$ cat config.mk
export PLATFORM = sky130hd
export DESIGN_NAME = pbf_ctrl
export DESIGN_NICKNAME = d
export VERILOG_FILES = /design/src/hw/rtl/pbf_pkg.sv /design/src/hw/rtl/pbf_ctrl.sv
export SDC_FILE = /design/constraint.sdc
export NUM_CORES = 1
export LEC_CHECK = 0
export ABC_CLOCK_PERIOD_IN_PS = 1600
export CAP_MARGIN = 20
export CORE_AREA = 4 4 41 43
export CTS_BUF_LIST = sky130_fd_sc_hd__clkbuf_4
export DETAILED_ROUTE_END_ITERATION = 10
export DIE_AREA = 0 0 45 47
export DONT_BUFFER_PORTS = 1
export GPL_ROUTABILITY_DRIVEN = 0
export PLACE_DENSITY = 0.37
export SYNTH_ARGS = -nofsm -noshare
export SYNTH_HDL_FRONTEND = slang
export SYNTH_SLANG_ARGS = --single-unit
export TNS_END_PERCENT = 10
$ cat constraint.sdc
create_clock -name clock -period 1.6 [get_ports clock]
set_input_delay 0 -clock clock [delete_from_list [all_inputs] [get_ports clock]]
set_output_delay 0 -clock clock [all_outputs]
set_load 0.02 [all_outputs]
$ cat src/hw/rtl/pbf_pkg.sv
// ----------------------------------------------------------------------------
// pbf_pkg: shared types and constants for the prefix border function block
// Holds the capacity, derived widths, controller states and the command and
// status bundles that pass between controller and datapath.
// ----------------------------------------------------------------------------
package pbf_pkg;

   localparam int MAX_LEN = 4096;
   localparam int ADDR_W  = $clog2(MAX_LEN);
   localparam int POS_W   = $clog2(MAX_LEN + 1);
   localparam int SYM_W   = 8;
   localparam int OUT_W   = 12;

   typedef enum logic [2:0] {
      ST_IDLE,
      ST_START,
      ST_FETCH,
      ST_CMP,
      ST_DONE
   } state_type;

   typedef struct packed {
      logic accept;    // latch incoming item
      logic start;     // first pass: read previous border or finish at once
      logic link;      // follow one failure link
      logic finish;    // settle border, write stores
      logic load_out;  // move result into output register
   } cmd_type;

   typedef struct packed {
      logic overflow;  // position at or beyond capacity
      logic pos_zero;  // first symbol of a string
      logic more;      // mismatch with border left: keep following links
      logic out_free;  // output register can take a result
   } status_type;

endpackage

$ cat src/hw/rtl/pbf_ctrl.sv
// ----------------------------------------------------------------------------
// pbf_ctrl: sequencer for the prefix border function
// Steps one item through start, link walk and result hand-off.
// ----------------------------------------------------------------------------
module pbf_ctrl (
   input  logic                clock,
   input  logic                reset,
   input  logic                req_valid,
   output logic                req_ready,
   input  pbf_pkg::status_type status,
   output pbf_pkg::cmd_type    cmd
);

   pbf_pkg::state_type state_ff, state_in;

   always_ff @(posedge clock) begin
      if (reset) begin
         state_ff <= pbf_pkg::ST_IDLE;
      end else begin
         state_ff <= state_in;
      end
   end

   // next state
   always_comb begin
      state_in = state_ff;
      case (state_ff)
         pbf_pkg::ST_IDLE: begin
            if (req_valid) state_in = pbf_pkg::ST_START;
         end
         pbf_pkg::ST_START: begin
            if (status.overflow || status.pos_zero) state_in = pbf_pkg::ST_DONE;
            else                                    state_in = pbf_pkg::ST_FETCH;
         end
         pbf_pkg::ST_FETCH: begin
            state_in = pbf_pkg::ST_CMP;
         end
         pbf_pkg::ST_CMP: begin
            if (!status.more) state_in = pbf_pkg::ST_DONE;
         end
         pbf_pkg::ST_DONE: begin
            if (status.out_free) state_in = pbf_pkg::ST_IDLE;
         end
         default: begin
            state_in = pbf_pkg::ST_IDLE;
         end
      endcase
   end

   // outputs
   always_comb begin
      cmd       = '0;
      req_ready = 1'b0;
      case (state_ff)
         pbf_pkg::ST_IDLE: begin
            req_ready  = 1'b1;
            cmd.accept = req_valid;
         end
         pbf_pkg::ST_START: begin
            cmd.start = 1'b1;
         end
         pbf_pkg::ST_FETCH: begin
            cmd.link = 1'b1;
         end
         pbf_pkg::ST_CMP: begin
            cmd.link   = status.more;
            cmd.finish = !status.more;
         end
         pbf_pkg::ST_DONE: begin
            cmd.load_out = status.out_free;
         end
         default: begin
            cmd = '0;
         end
      endcase
   end

endmodule

======== Word level (Yosys, flattened, before mapping) ========
Cells that the tools add are included.
storage, ports and cells
  output and inout port bits .............. 6
  input port bits ......................... 7
  logic and storage cells ................. 23
  bits in registers ....................... 3
cells by class
  muxes and demuxes ....................... 11
  reductions and logical operators ........ 4
  eq/ne operators ......................... 7
operators by type and width
  operator                                              count
  case mux 3 bit (5 select lines)                       1
  2-to-1 mux 3 bit                                      4
  equality test 3 x 2 -> 1 bit (second input constant)  2
  != test 2 bit (second input constant)                 3
  2-to-1 mux 1 bit                                      5
  equality test 3 x 1 -> 1 bit (second input constant)  1
  equality test 3 bit (second input constant)           1
  zero test 3 bit                                       1
  AND reduction 3 bit                                   1
  case mux 1 bit (2 select lines)                       1
  zero test 1 bit                                       1
  logical OR 1 bit                                      1

======== Depth between registers and ports, before layout ========
Gate-level depths: netlist of run 1.
  word-level depth ........................ 3
  mapped depth ............................ 4
  mapped depth without buffers ............ 3

======== Least setup slack after synthesis of run 1 ========
OpenSTA, ideal clock, no wires.
  path kind ............................... register -> output
  from .................................... register state_ff[2]
  to ...................................... output port cmd[4] (netlist bit)
  stages on the path, launching flop included .. 4
  buffers on the path ..................... 1
  setup slack ............................. 0.300 ns
  arrival time ............................ 1.300 ns
  cell sequence ........................... dfxtp_1 > buf_2 > nor3_1 > and2_1
RTL lines
  item                    RTL line        RTL
  from (decl)             pbf_ctrl.sv:14  pbf_pkg::state_type state_ff, state_in;
  from (signal assigned)  pbf_ctrl.sv:18  state_ff <= pbf_pkg::ST_IDLE;
  from (signal assigned)  pbf_ctrl.sv:20  state_ff <= state_in;
  to (decl)               pbf_ctrl.sv:11  output pbf_pkg::cmd_type cmd

======== Final worst setup path of run 1 ========
  from .................................... register state_ff[2]
  to ...................................... register state_ff[2]
between the ends
  longest elaborated chain between the ends .. 3
  elaborated cells between the ends (all ways) .. 10
  those cells by class .................... eq/ne: 7; mux: 1; reduce/logical: 2
ends and longest elaborated chain
  item                                                  RTL line        RTL
  equality test 3 x 2 -> 1 bit (tied with other cells)  pbf_ctrl.sv:27  case (state_ff)
  != test 2 bit (no line)                               n/a
  AND reduction 3 bit (no line)                         n/a
Several ways; a longest one is shown, not always the timed one.
A chain may end at the register's enable or synchronous reset.

==> results of run 1 <==
==> metal layers <==
layer | share of wire [%] | vias to the layer above
met3 | 3.0 | 0
met1 | 38 | 115
met4 | 0 | 0
li1 | - | 109
met2 | 59 | 6
met5 | 0 | -
==> cell usage in the layout (no fill, tap or decap) <==
cell / count
sky130_fd_sc_hd__and3b_1: 1
sky130_fd_sc_hd__dlygate4sd3_1: 4
sky130_fd_sc_hd__dfxtp_1: 3
sky130_fd_sc_hd__buf_4: 3
sky130_fd_sc_hd__clkbuf_4: 4
sky130_fd_sc_hd__nand3_1: 1
sky130_fd_sc_hd__or4b_1: 1
sky130_fd_sc_hd__inv_1: 1
sky130_fd_sc_hd__and4bb_2: 1
sky130_fd_sc_hd__nor3_2: 1
sky130_fd_sc_hd__a211oi_1: 2
sky130_fd_sc_hd__o31a_1: 1
sky130_fd_sc_hd__nand2_1: 3
sky130_fd_sc_hd__a21oi_1: 1
sky130_fd_sc_hd__nor3b_1: 1
sky130_fd_sc_hd__nand2b_1: 1
sky130_fd_sc_hd__and2_1: 1
sky130_fd_sc_hd__nor3_1: 3
sky130_fd_sc_hd__or3_1: 1
==> power by group <==
part	total (mW)	switching (mW)	internal [mW]
combinational	0.0524	0.0276	0.0248
sequential	0.0870	0.00796	0.0790
clock	0.150	0.0397	0.110
==> kinds of logic after synthesis <==
kind of cell	Yosys count
simple gates	15
compound gates	4
flops	3
buf+inv	3
==> worst max-delay path, cell delays in order (launching register included) <==
cell and delay, ns:
sky130_fd_sc_hd__dfxtp_1 0.48, sky130_fd_sc_hd__or4b_1 0.47, sky130_fd_sc_hd__o31a_1 0.13, sky130_fd_sc_hd__nor3_2 0.14
==> area by class of cell <==
cell class / instances / area, um^2 / share of cell area (%)
inverters: 1 / 3.75 / 1.24
multi-input cells: 19 / 128 / 42.1
repair buffers: 7 / 62.6 / 20.7
flip-flops and latches: 3 / 60.1 / 19.8
clock buffers: 4 / 30.0 / 9.92
well taps: 15 / 18.8 / 6.20
==> worst max-delay path by stage <==
| stage | slack (ns) | end | cells after the start | from |
|---|---|---|---|---|
| 2_1_floorplan | 0.30 | cmd[4] | 3 | state_ff[2] |
| 3_3_place_gp | 0.36 | state_ff[2] | 3 | state_ff[2] |
| 3_5_place_dp | 0.31 | state_ff[2] | 3 | state_ff[2] |
| 4_1_cts | 0.31 | cmd[4] | 3 | state_ff[2] |
| 5_1_grt | 0.21 | cmd[4] | 3 | state_ff[2] |
| 6_report | 0.32 | state_ff[2] | 3 | state_ff[2] |
==> impl_metrics.prom, run 1 <==
# TYPE chip_impl_metric gauge
chip_impl_info{name="status",value="completed"} 1
chip_impl_info{name="setup.worst_path.end_class",value="flop"} 1
chip_impl_metric{name="vias",unit=""} 230
chip_impl_metric{name="yosys-mux-area-fraction",unit="%"} 0
chip_impl_metric{name="worstPathArrival",unit="ns"} 1.44
chip_impl_metric{name="antenna_violating_nets_post_route",unit=""} 0
chip_impl_metric{name="hold_buffer_count_at_cts",unit=""} 4
chip_impl_metric{name="die_h",unit="um"} 47
chip_impl_metric{name="fp.dieW",unit="um"} 45
chip_impl_metric{name="grt_util_met1",unit="%"} 6.12
chip_impl_metric{name="grt.met3_usage",unit="%"} 4.21
chip_impl_metric{name="vias_in_the_first_global_route",unit=""} 257
chip_impl_metric{name="total_power",unit="uW"} 290
chip_impl_info{name="ctsRootBufferMaster",value="sky130_fd_sc_hd__clkbuf_4"} 1
chip_impl_info{name="main_area_contributors_after_synthesis",value="sky130_fd_sc_hd__dfxtp_1 (29%), sky130_fd_sc_hd__nor3_1 (7.2%), sky130_fd_sc_hd__a211oi_1 (7.2%)"} 1
chip_impl_metric{name="dp_hpwl",unit="um"} 412
chip_impl_metric{name="synth_compound_gate_area_share",unit="%"} 13.9
chip_impl_metric{name="min_path_cells",unit=""} 3
chip_impl_metric{name="period_share",unit="%"} 80.1
chip_impl_metric{name="synth_top_area_share",unit="%"} 28.9
chip_impl_metric{name="mappedNetlistArea",unit="um^2"} 208
chip_impl_metric{name="pin_count_of_the_biggest_net_entering_global_routing",unit=""} 11
chip_impl_metric{name="antenna-diode-count",unit=""} 0
chip_impl_metric{name="timing.reg2reg.worst_path_depth",unit=""} 3
chip_impl_metric{name="cts-root-to-sink-buffers",unit=""} 2
chip_impl_info{name="largest_registers",value="state_ff x3"} 1
chip_impl_info{name="timing.setup.critical_path_class",value="flop to flop"} 1
chip_impl_info{name="synth_top_family_by_area",value="simple AND/OR/NAND/NOR gates"} 1
chip_impl_metric{name="worst-endpoint-required",unit="ns"} 1.76
chip_impl_metric{name="finalNetCount",unit=""} 42
chip_impl_metric{name="io-pin-count",unit=""} 13
chip_impl_metric{name="simple_logic_cell_fraction_of_the_synthesized_area",unit="%"} 47.6
chip_impl_metric{name="reg2reg_slack",unit="ns"} 0.32
chip_impl_metric{name="area_added_between_synthesis_and_finish",unit="%"} 45.8
chip_impl_metric{name="fp-row-count",unit=""} 13
chip_impl_metric{name="power_density",unit="mW/mm^2"} 956
chip_impl_metric{name="yosys.area_share.adder",unit="%"} 0
chip_impl_metric{name="global_route.usage.total",unit="%"} 7.42
chip_impl_metric{name="placement.cell_area",unit="um^2"} 233
chip_impl_info{name="synth.top_cells.by_count",value="sky130_fd_sc_hd__dfxtp_1 (3), sky130_fd_sc_hd__nand2_1 (3), sky130_fd_sc_hd__nor3_1 (3)"} 1
chip_impl_metric{name="cts.htree.levels",unit=""} 1
chip_impl_info{name="synthFlopType",value="sky130_fd_sc_hd__dfxtp_1"} 1
chip_impl_metric{name="firstDrtPassIters",unit=""} 2
chip_impl_metric{name="synth_warnings",unit=""} 0
chip_impl_metric{name="vias_per_cell",unit=""} 4.69
chip_impl_metric{name="finalWorstPathRequiredPeriod",unit="ns"} 1.28
chip_impl_info{name="cts_tree",value="built"} 1
chip_impl_metric{name="cts.repair_timing.setup_buffer_count",unit=""} 0
chip_impl_metric{name="synth_cells",unit=""} 25
chip_impl_metric{name="maxClockFrequency",unit="GHz"} 0.780
chip_impl_metric{name="ffs_w_async_s_r_synth",unit="%"} 0
chip_impl_metric{name="core_area",unit="mm^2"} 0.00130
chip_impl_info{name="largest_register",value="state_ff"} 1
chip_impl_metric{name="synth.yosys.seq_area_share",unit="%"} 28.9
chip_impl_metric{name="clk_latency",unit="ns"} 0.23
chip_impl_info{name="worstReg2RegEnd",value="state_ff[2]"} 1
chip_impl_metric{name="gr-total-overflow",unit=""} 0
chip_impl_metric{name="dieArea",unit="mm^2"} 0.00212
chip_impl_metric{name="route.detailed.drc",unit=""} 0
chip_impl_metric{name="max_slew.worst_pin.slew",unit="ns"} 0.296
chip_impl_metric{name="cp_max_fanout",unit=""} 10
chip_impl_metric{name="finalSetupViolations",unit=""} 0
chip_impl_metric{name="drive_above_1_share",unit="%"} 26.5
chip_impl_info{name="synth_area_leader_cell",value="sky130_fd_sc_hd__dfxtp_1"} 1
chip_impl_metric{name="routed_wire_length_per_instance",unit="um"} 11.6
chip_impl_metric{name="setup_tns",unit="ns"} 0
chip_impl_metric{name="initial_core_util",unit="%"} 16.0
chip_impl_metric{name="hold_viol",unit=""} 0
chip_impl_metric{name="post_synth.cell_area_avg",unit="um^2"} 8.31
chip_impl_metric{name="timing.hold.ws",unit="ns"} 0.0379
chip_impl_info{name="holdCritPathClass",value="primary input to flop"} 1
chip_impl_metric{name="final.setup_skew",unit="ns"} 0.00213
chip_impl_metric{name="filler_cell_count",unit=""} 149
chip_impl_info{name="setup.worst_path.start_class",value="flop"} 1
chip_impl_info{name="worstReg2RegStart",value="state_ff[2]"} 1
chip_impl_metric{name="synth_seq_cells",unit=""} 3
chip_impl_metric{name="max_slew_vio_count",unit=""} 0
chip_impl_metric{name="numPortBuffers",unit=""} 0
chip_impl_metric{name="drt_iter0_drc",unit=""} 4
chip_impl_metric{name="drv.max_cap_violation_count",unit=""} 0
chip_impl_metric{name="maxSlewHeadroom",unit="%"} 80.1
chip_impl_metric{name="ys_types",unit=""} 18
chip_impl_metric{name="peakVddDrop",unit="V"} 0.000232
chip_impl_metric{name="dpl_worst_slack",unit="ns"} 0.311
chip_impl_metric{name="synth_xor_xnor_area_share",unit="%"} 0
chip_impl_metric{name="flip_flop_count_of_the_largest_register_after_layout",unit=""} 3
chip_impl_metric{name="postSynthNetCount",unit=""} 32
chip_impl_metric{name="cts.sink_count",unit=""} 3
chip_impl_metric{name="grt_first_pass_wirelength",unit="mm"} 1.06
chip_impl_metric{name="final.setup.worst_slack",unit="ns"} 0.318
chip_impl_metric{name="cts.clk_slew.worst_paths",unit="ns"} 0.04
chip_impl_info{name="grt_setup_unrepaired",value="no"} 1
chip_impl_info{name="whs_endpoint",value="state_ff[2]"} 1
chip_impl_metric{name="routed_wl",unit="um"} 566
chip_impl_metric{name="cts_buffers",unit=""} 3
chip_impl_metric{name="p_leak",unit="nW"} 0.114
chip_impl_metric{name="post_cts_resized",unit=""} 0
chip_impl_metric{name="antenna_found_initial",unit=""} 0
chip_impl_metric{name="met2_usage",unit="%"} 12.1
chip_impl_metric{name="finished_layout_cells",unit=""} 49
chip_impl_metric{name="numPlacedInstances",unit=""} 41
chip_impl_metric{name="final_core_util",unit="%"} 23.3
chip_impl_info{name="grt-busiest-layer",value="met2"} 1
chip_impl_metric{name="post-route-cell-area",unit="um^2"} 303
chip_impl_info{name="worst_hold_startpoint",value="status[1]"} 1
chip_impl_metric{name="synth_enable_flop_cells",unit=""} 0
Power figures use the tool's default switching activity.
==> run 2: changes to the inputs <==
ABC_CLOCK_PERIOD_IN_PS = 1150   (was 1600)
PLACE_DENSITY = 0.38   (was 0.37)
clock period = 1.15 ns   (was 1.6 ns; I/O delays follow)
==> run 2 against run 1 <==
  * The flow now finishes with violations (hold timing, setup timing)
  * Global-route usage fell by 0.40 points
  * Combinational power rose by 82%
  * Maximum frequency rose by 11%
  * Cell count rose by 2.0%
  * Die area did not move
  * Worst hold slack got worse by 0.21 ns
  * Total power rose by 44%
  * Clock skew fell by 0.00068 ns
  * Sequential share of layout area fell by 1.6 points
  * Highest routed layer unchanged
==> impl_metrics.prom, run 2 (synthesis results as in run 1) <==
# TYPE chip_impl_metric gauge
chip_impl_metric{name="io-pin-count",unit=""} 13
chip_impl_info{name="crit_path_top_delay_cell",value="sky130_fd_sc_hd__or4b_4"} 1
chip_impl_metric{name="max_slew_vio_count",unit=""} 0
chip_impl_metric{name="numPortBuffers",unit=""} 0
chip_impl_metric{name="grt_first_pass_wirelength",unit="mm"} 1.09
chip_impl_metric{name="max_slew.worst_pin.slew",unit="ns"} 0.212
chip_impl_metric{name="timing.hold.ws",unit="ns"} -0.168
chip_impl_info{name="setup.worst_path.start_class",value="flop"} 1
chip_impl_metric{name="fp-row-count",unit=""} 13
chip_impl_metric{name="vias",unit=""} 218
chip_impl_info{name="cts_tree",value="built"} 1
chip_impl_metric{name="critical-path-max-stage-delay",unit="ns"} 0.50
chip_impl_metric{name="routed_wl",unit="um"} 600
chip_impl_metric{name="firstDrtPassIters",unit=""} 1
chip_impl_metric{name="dieArea",unit="mm^2"} 0.00212
chip_impl_metric{name="p_leak",unit="nW"} 0.141
chip_impl_metric{name="peakVddDrop",unit="V"} 0.000633
chip_impl_info{name="setup.worst_path.end_class",value="flop"} 1
chip_impl_metric{name="finalNetCount",unit=""} 43
chip_impl_metric{name="post-route-cell-area",unit="um^2"} 343
chip_impl_metric{name="hold_viol",unit=""} 3
chip_impl_metric{name="maxSlewHeadroom",unit="%"} 85.8
chip_impl_metric{name="maxClockFrequency",unit="GHz"} 0.863
chip_impl_metric{name="worstPathArrival",unit="ns"} 1.31
chip_impl_metric{name="antenna_found_initial",unit=""} 0
chip_impl_metric{name="final.setup_skew",unit="ns"} 0.00145
chip_impl_metric{name="worst-endpoint-required",unit="ns"} 1.30
chip_impl_metric{name="clk_latency",unit="ns"} 0.23
chip_impl_metric{name="route.detailed.drc",unit=""} 0
chip_impl_metric{name="drv.max_cap_violation_count",unit=""} 0
chip_impl_info{name="grt_setup_unrepaired",value="yes"} 1
chip_impl_info{name="timing.setup.critical_path_class",value="flop to flop"} 1
chip_impl_metric{name="dp_hpwl",unit="um"} 460
chip_impl_info{name="mostFrequentLayoutCell",value="sky130_fd_sc_hd__buf_4"} 1
chip_impl_metric{name="finalSetupViolations",unit=""} 1
chip_impl_metric{name="worstPathBufferInverterCount",unit=""} 0
chip_impl_info{name="largest_registers",value="state_ff x3"} 1
chip_impl_metric{name="antenna_violating_nets_post_route",unit=""} 0
chip_impl_metric{name="power_density",unit="mW/mm^2"} 1210
chip_impl_metric{name="drt_iter0_drc",unit=""} 0
chip_impl_metric{name="core_area",unit="mm^2"} 0.00130
chip_impl_info{name="holdCritPathClass",value="primary input to flop"} 1
chip_impl_metric{name="die_h",unit="um"} 47
chip_impl_metric{name="cts-root-to-sink-buffers",unit=""} 2
chip_impl_metric{name="final_core_util",unit="%"} 26.3
chip_impl_metric{name="cts.clk_slew.worst_paths",unit="ns"} 0.04
chip_impl_metric{name="cts.sink_count",unit=""} 3
chip_impl_metric{name="period_share",unit="%"} 101
chip_impl_metric{name="vias_per_cell",unit=""} 4.36
chip_impl_metric{name="vias_in_the_first_global_route",unit=""} 235
chip_impl_metric{name="routed_wire_length_per_instance",unit="um"} 12.0
chip_impl_metric{name="placement.cell_area",unit="um^2"} 275
chip_impl_metric{name="antenna-diode-count",unit=""} 0
chip_impl_metric{name="area_added_between_synthesis_and_finish",unit="%"} 65.1
chip_impl_metric{name="dpl_worst_slack",unit="ns"} -0.0221
chip_impl_metric{name="drive_above_1_share",unit="%"} 65.7
chip_impl_metric{name="filler_cell_count",unit=""} 150
chip_impl_metric{name="total_power",unit="uW"} 416
chip_impl_metric{name="cp_max_fanout",unit=""} 4
chip_impl_metric{name="fp.dieW",unit="um"} 45
chip_impl_metric{name="cts.repair_timing.setup_buffer_count",unit=""} 0
chip_impl_metric{name="cts_buffers",unit=""} 3
chip_impl_info{name="crit_path_cell_trace",value="or4b_4 -> o31a_1 -> nor3_2"} 1
chip_impl_info{name="layout.cells.most_common_list",value="sky130_fd_sc_hd__buf_4 (8), sky130_fd_sc_hd__clkbuf_4 (4), sky130_fd_sc_hd__nand2_1 (3)"} 1
chip_impl_metric{name="pin_count_of_the_biggest_net_entering_global_routing",unit=""} 10
chip_impl_info{name="largest_register",value="state_ff"} 1
chip_impl_metric{name="multiInputGateArea",unit="um^2"} 168
chip_impl_metric{name="global_route.usage.total",unit="%"} 7.02
chip_impl_metric{name="final.setup.worst_slack",unit="ns"} -0.00903
chip_impl_metric{name="initial_core_util",unit="%"} 16.0
chip_impl_metric{name="flip_flop_count_of_the_largest_register_after_layout",unit=""} 3
chip_impl_info{name="ctsRootBufferMaster",value="sky130_fd_sc_hd__clkbuf_4"} 1
chip_impl_metric{name="gr-total-overflow",unit=""} 0
chip_impl_info{name="critPathTopFamily",value="simple AND/OR/NAND/NOR gates"} 1
chip_impl_metric{name="finalWorstPathRequiredPeriod",unit="ns"} 1.16
chip_impl_info{name="status",value="finished with violations"} 1
chip_impl_metric{name="cts.htree.levels",unit=""} 1
chip_impl_info{name="failed_checks",value="hold timing, setup timing"} 1
chip_impl_metric{name="ff_latch_area",unit="um^2"} 62.6
[run 2: repair_timing]
| item | in CTS | in global routing |
|---|---|---|
| pin swaps | 1 | 1 |
| endpoints found under the setup margin | 4 | 5 |
| resized for setup | 4 | 6 |
| hold endpoints to repair | 3 | 3 |
[run 2: power by group]
part           switching, mW  total, mW  internal (mW)  leakage [nW]
sequential           0.00506      0.116          0.111        0.0253
combinational         0.0496     0.0955         0.0460        0.0976
clock                 0.0508      0.204          0.153        0.0184
total                  0.105      0.416          0.310         0.141
[run 2: final cells by class]
cell class,instances,share of cell area (%)
multi-input combinational,19,48.9
sequential,3,18.2
timing repair buffer,8,17.5
clock buffer,4,8.76
tap,15,5.47
inverter,1,1.09
[run 2: worst paths after layout]
check                                  from           to  slack (ns)  depth (start not counted)
worst max-delay path            state_ff[0]  state_ff[2]      -0.009                          3
worst min-delay path                  reset  state_ff[1]       -0.17                          1
worst max register to register  state_ff[0]  state_ff[2]      -0.009                          3
worst min register to register  state_ff[2]  state_ff[1]        0.59                          2
[run 2: through the flow]
step / cells / TNS [ns] / hold slack (ns)
floorplan: 25 / -0.0762 / 0.0697
global placement: 46 / -0.00879 / 0.0718
detailed placement: 46 / -0.0221 / 0.0739
CTS: 50 / -0.0180 / -0.163
global route: 50 / -0.0776 / -0.179
finish: 50 / -0.00903 / -0.168
[run 2: worst register-to-register path, cell delays in order (launching register included)]
cell and delay, ns:
sky130_fd_sc_hd__dfxtp_2 0.33, sky130_fd_sc_hd__or4b_4 0.50, sky130_fd_sc_hd__o31a_1 0.12, sky130_fd_sc_hd__nor3_2 0.14
[run 2: per-layer routing]
metal	vias to the layer above	share of wire (%)	global-route usage, %	routed length [um]
met5	-	0	0	0
met1	101	41	7.92	247
met3	0	7.0	3.83	42
met2	6	52	12.4	310
met4	0	0	0	0
li1	111	-	-	-
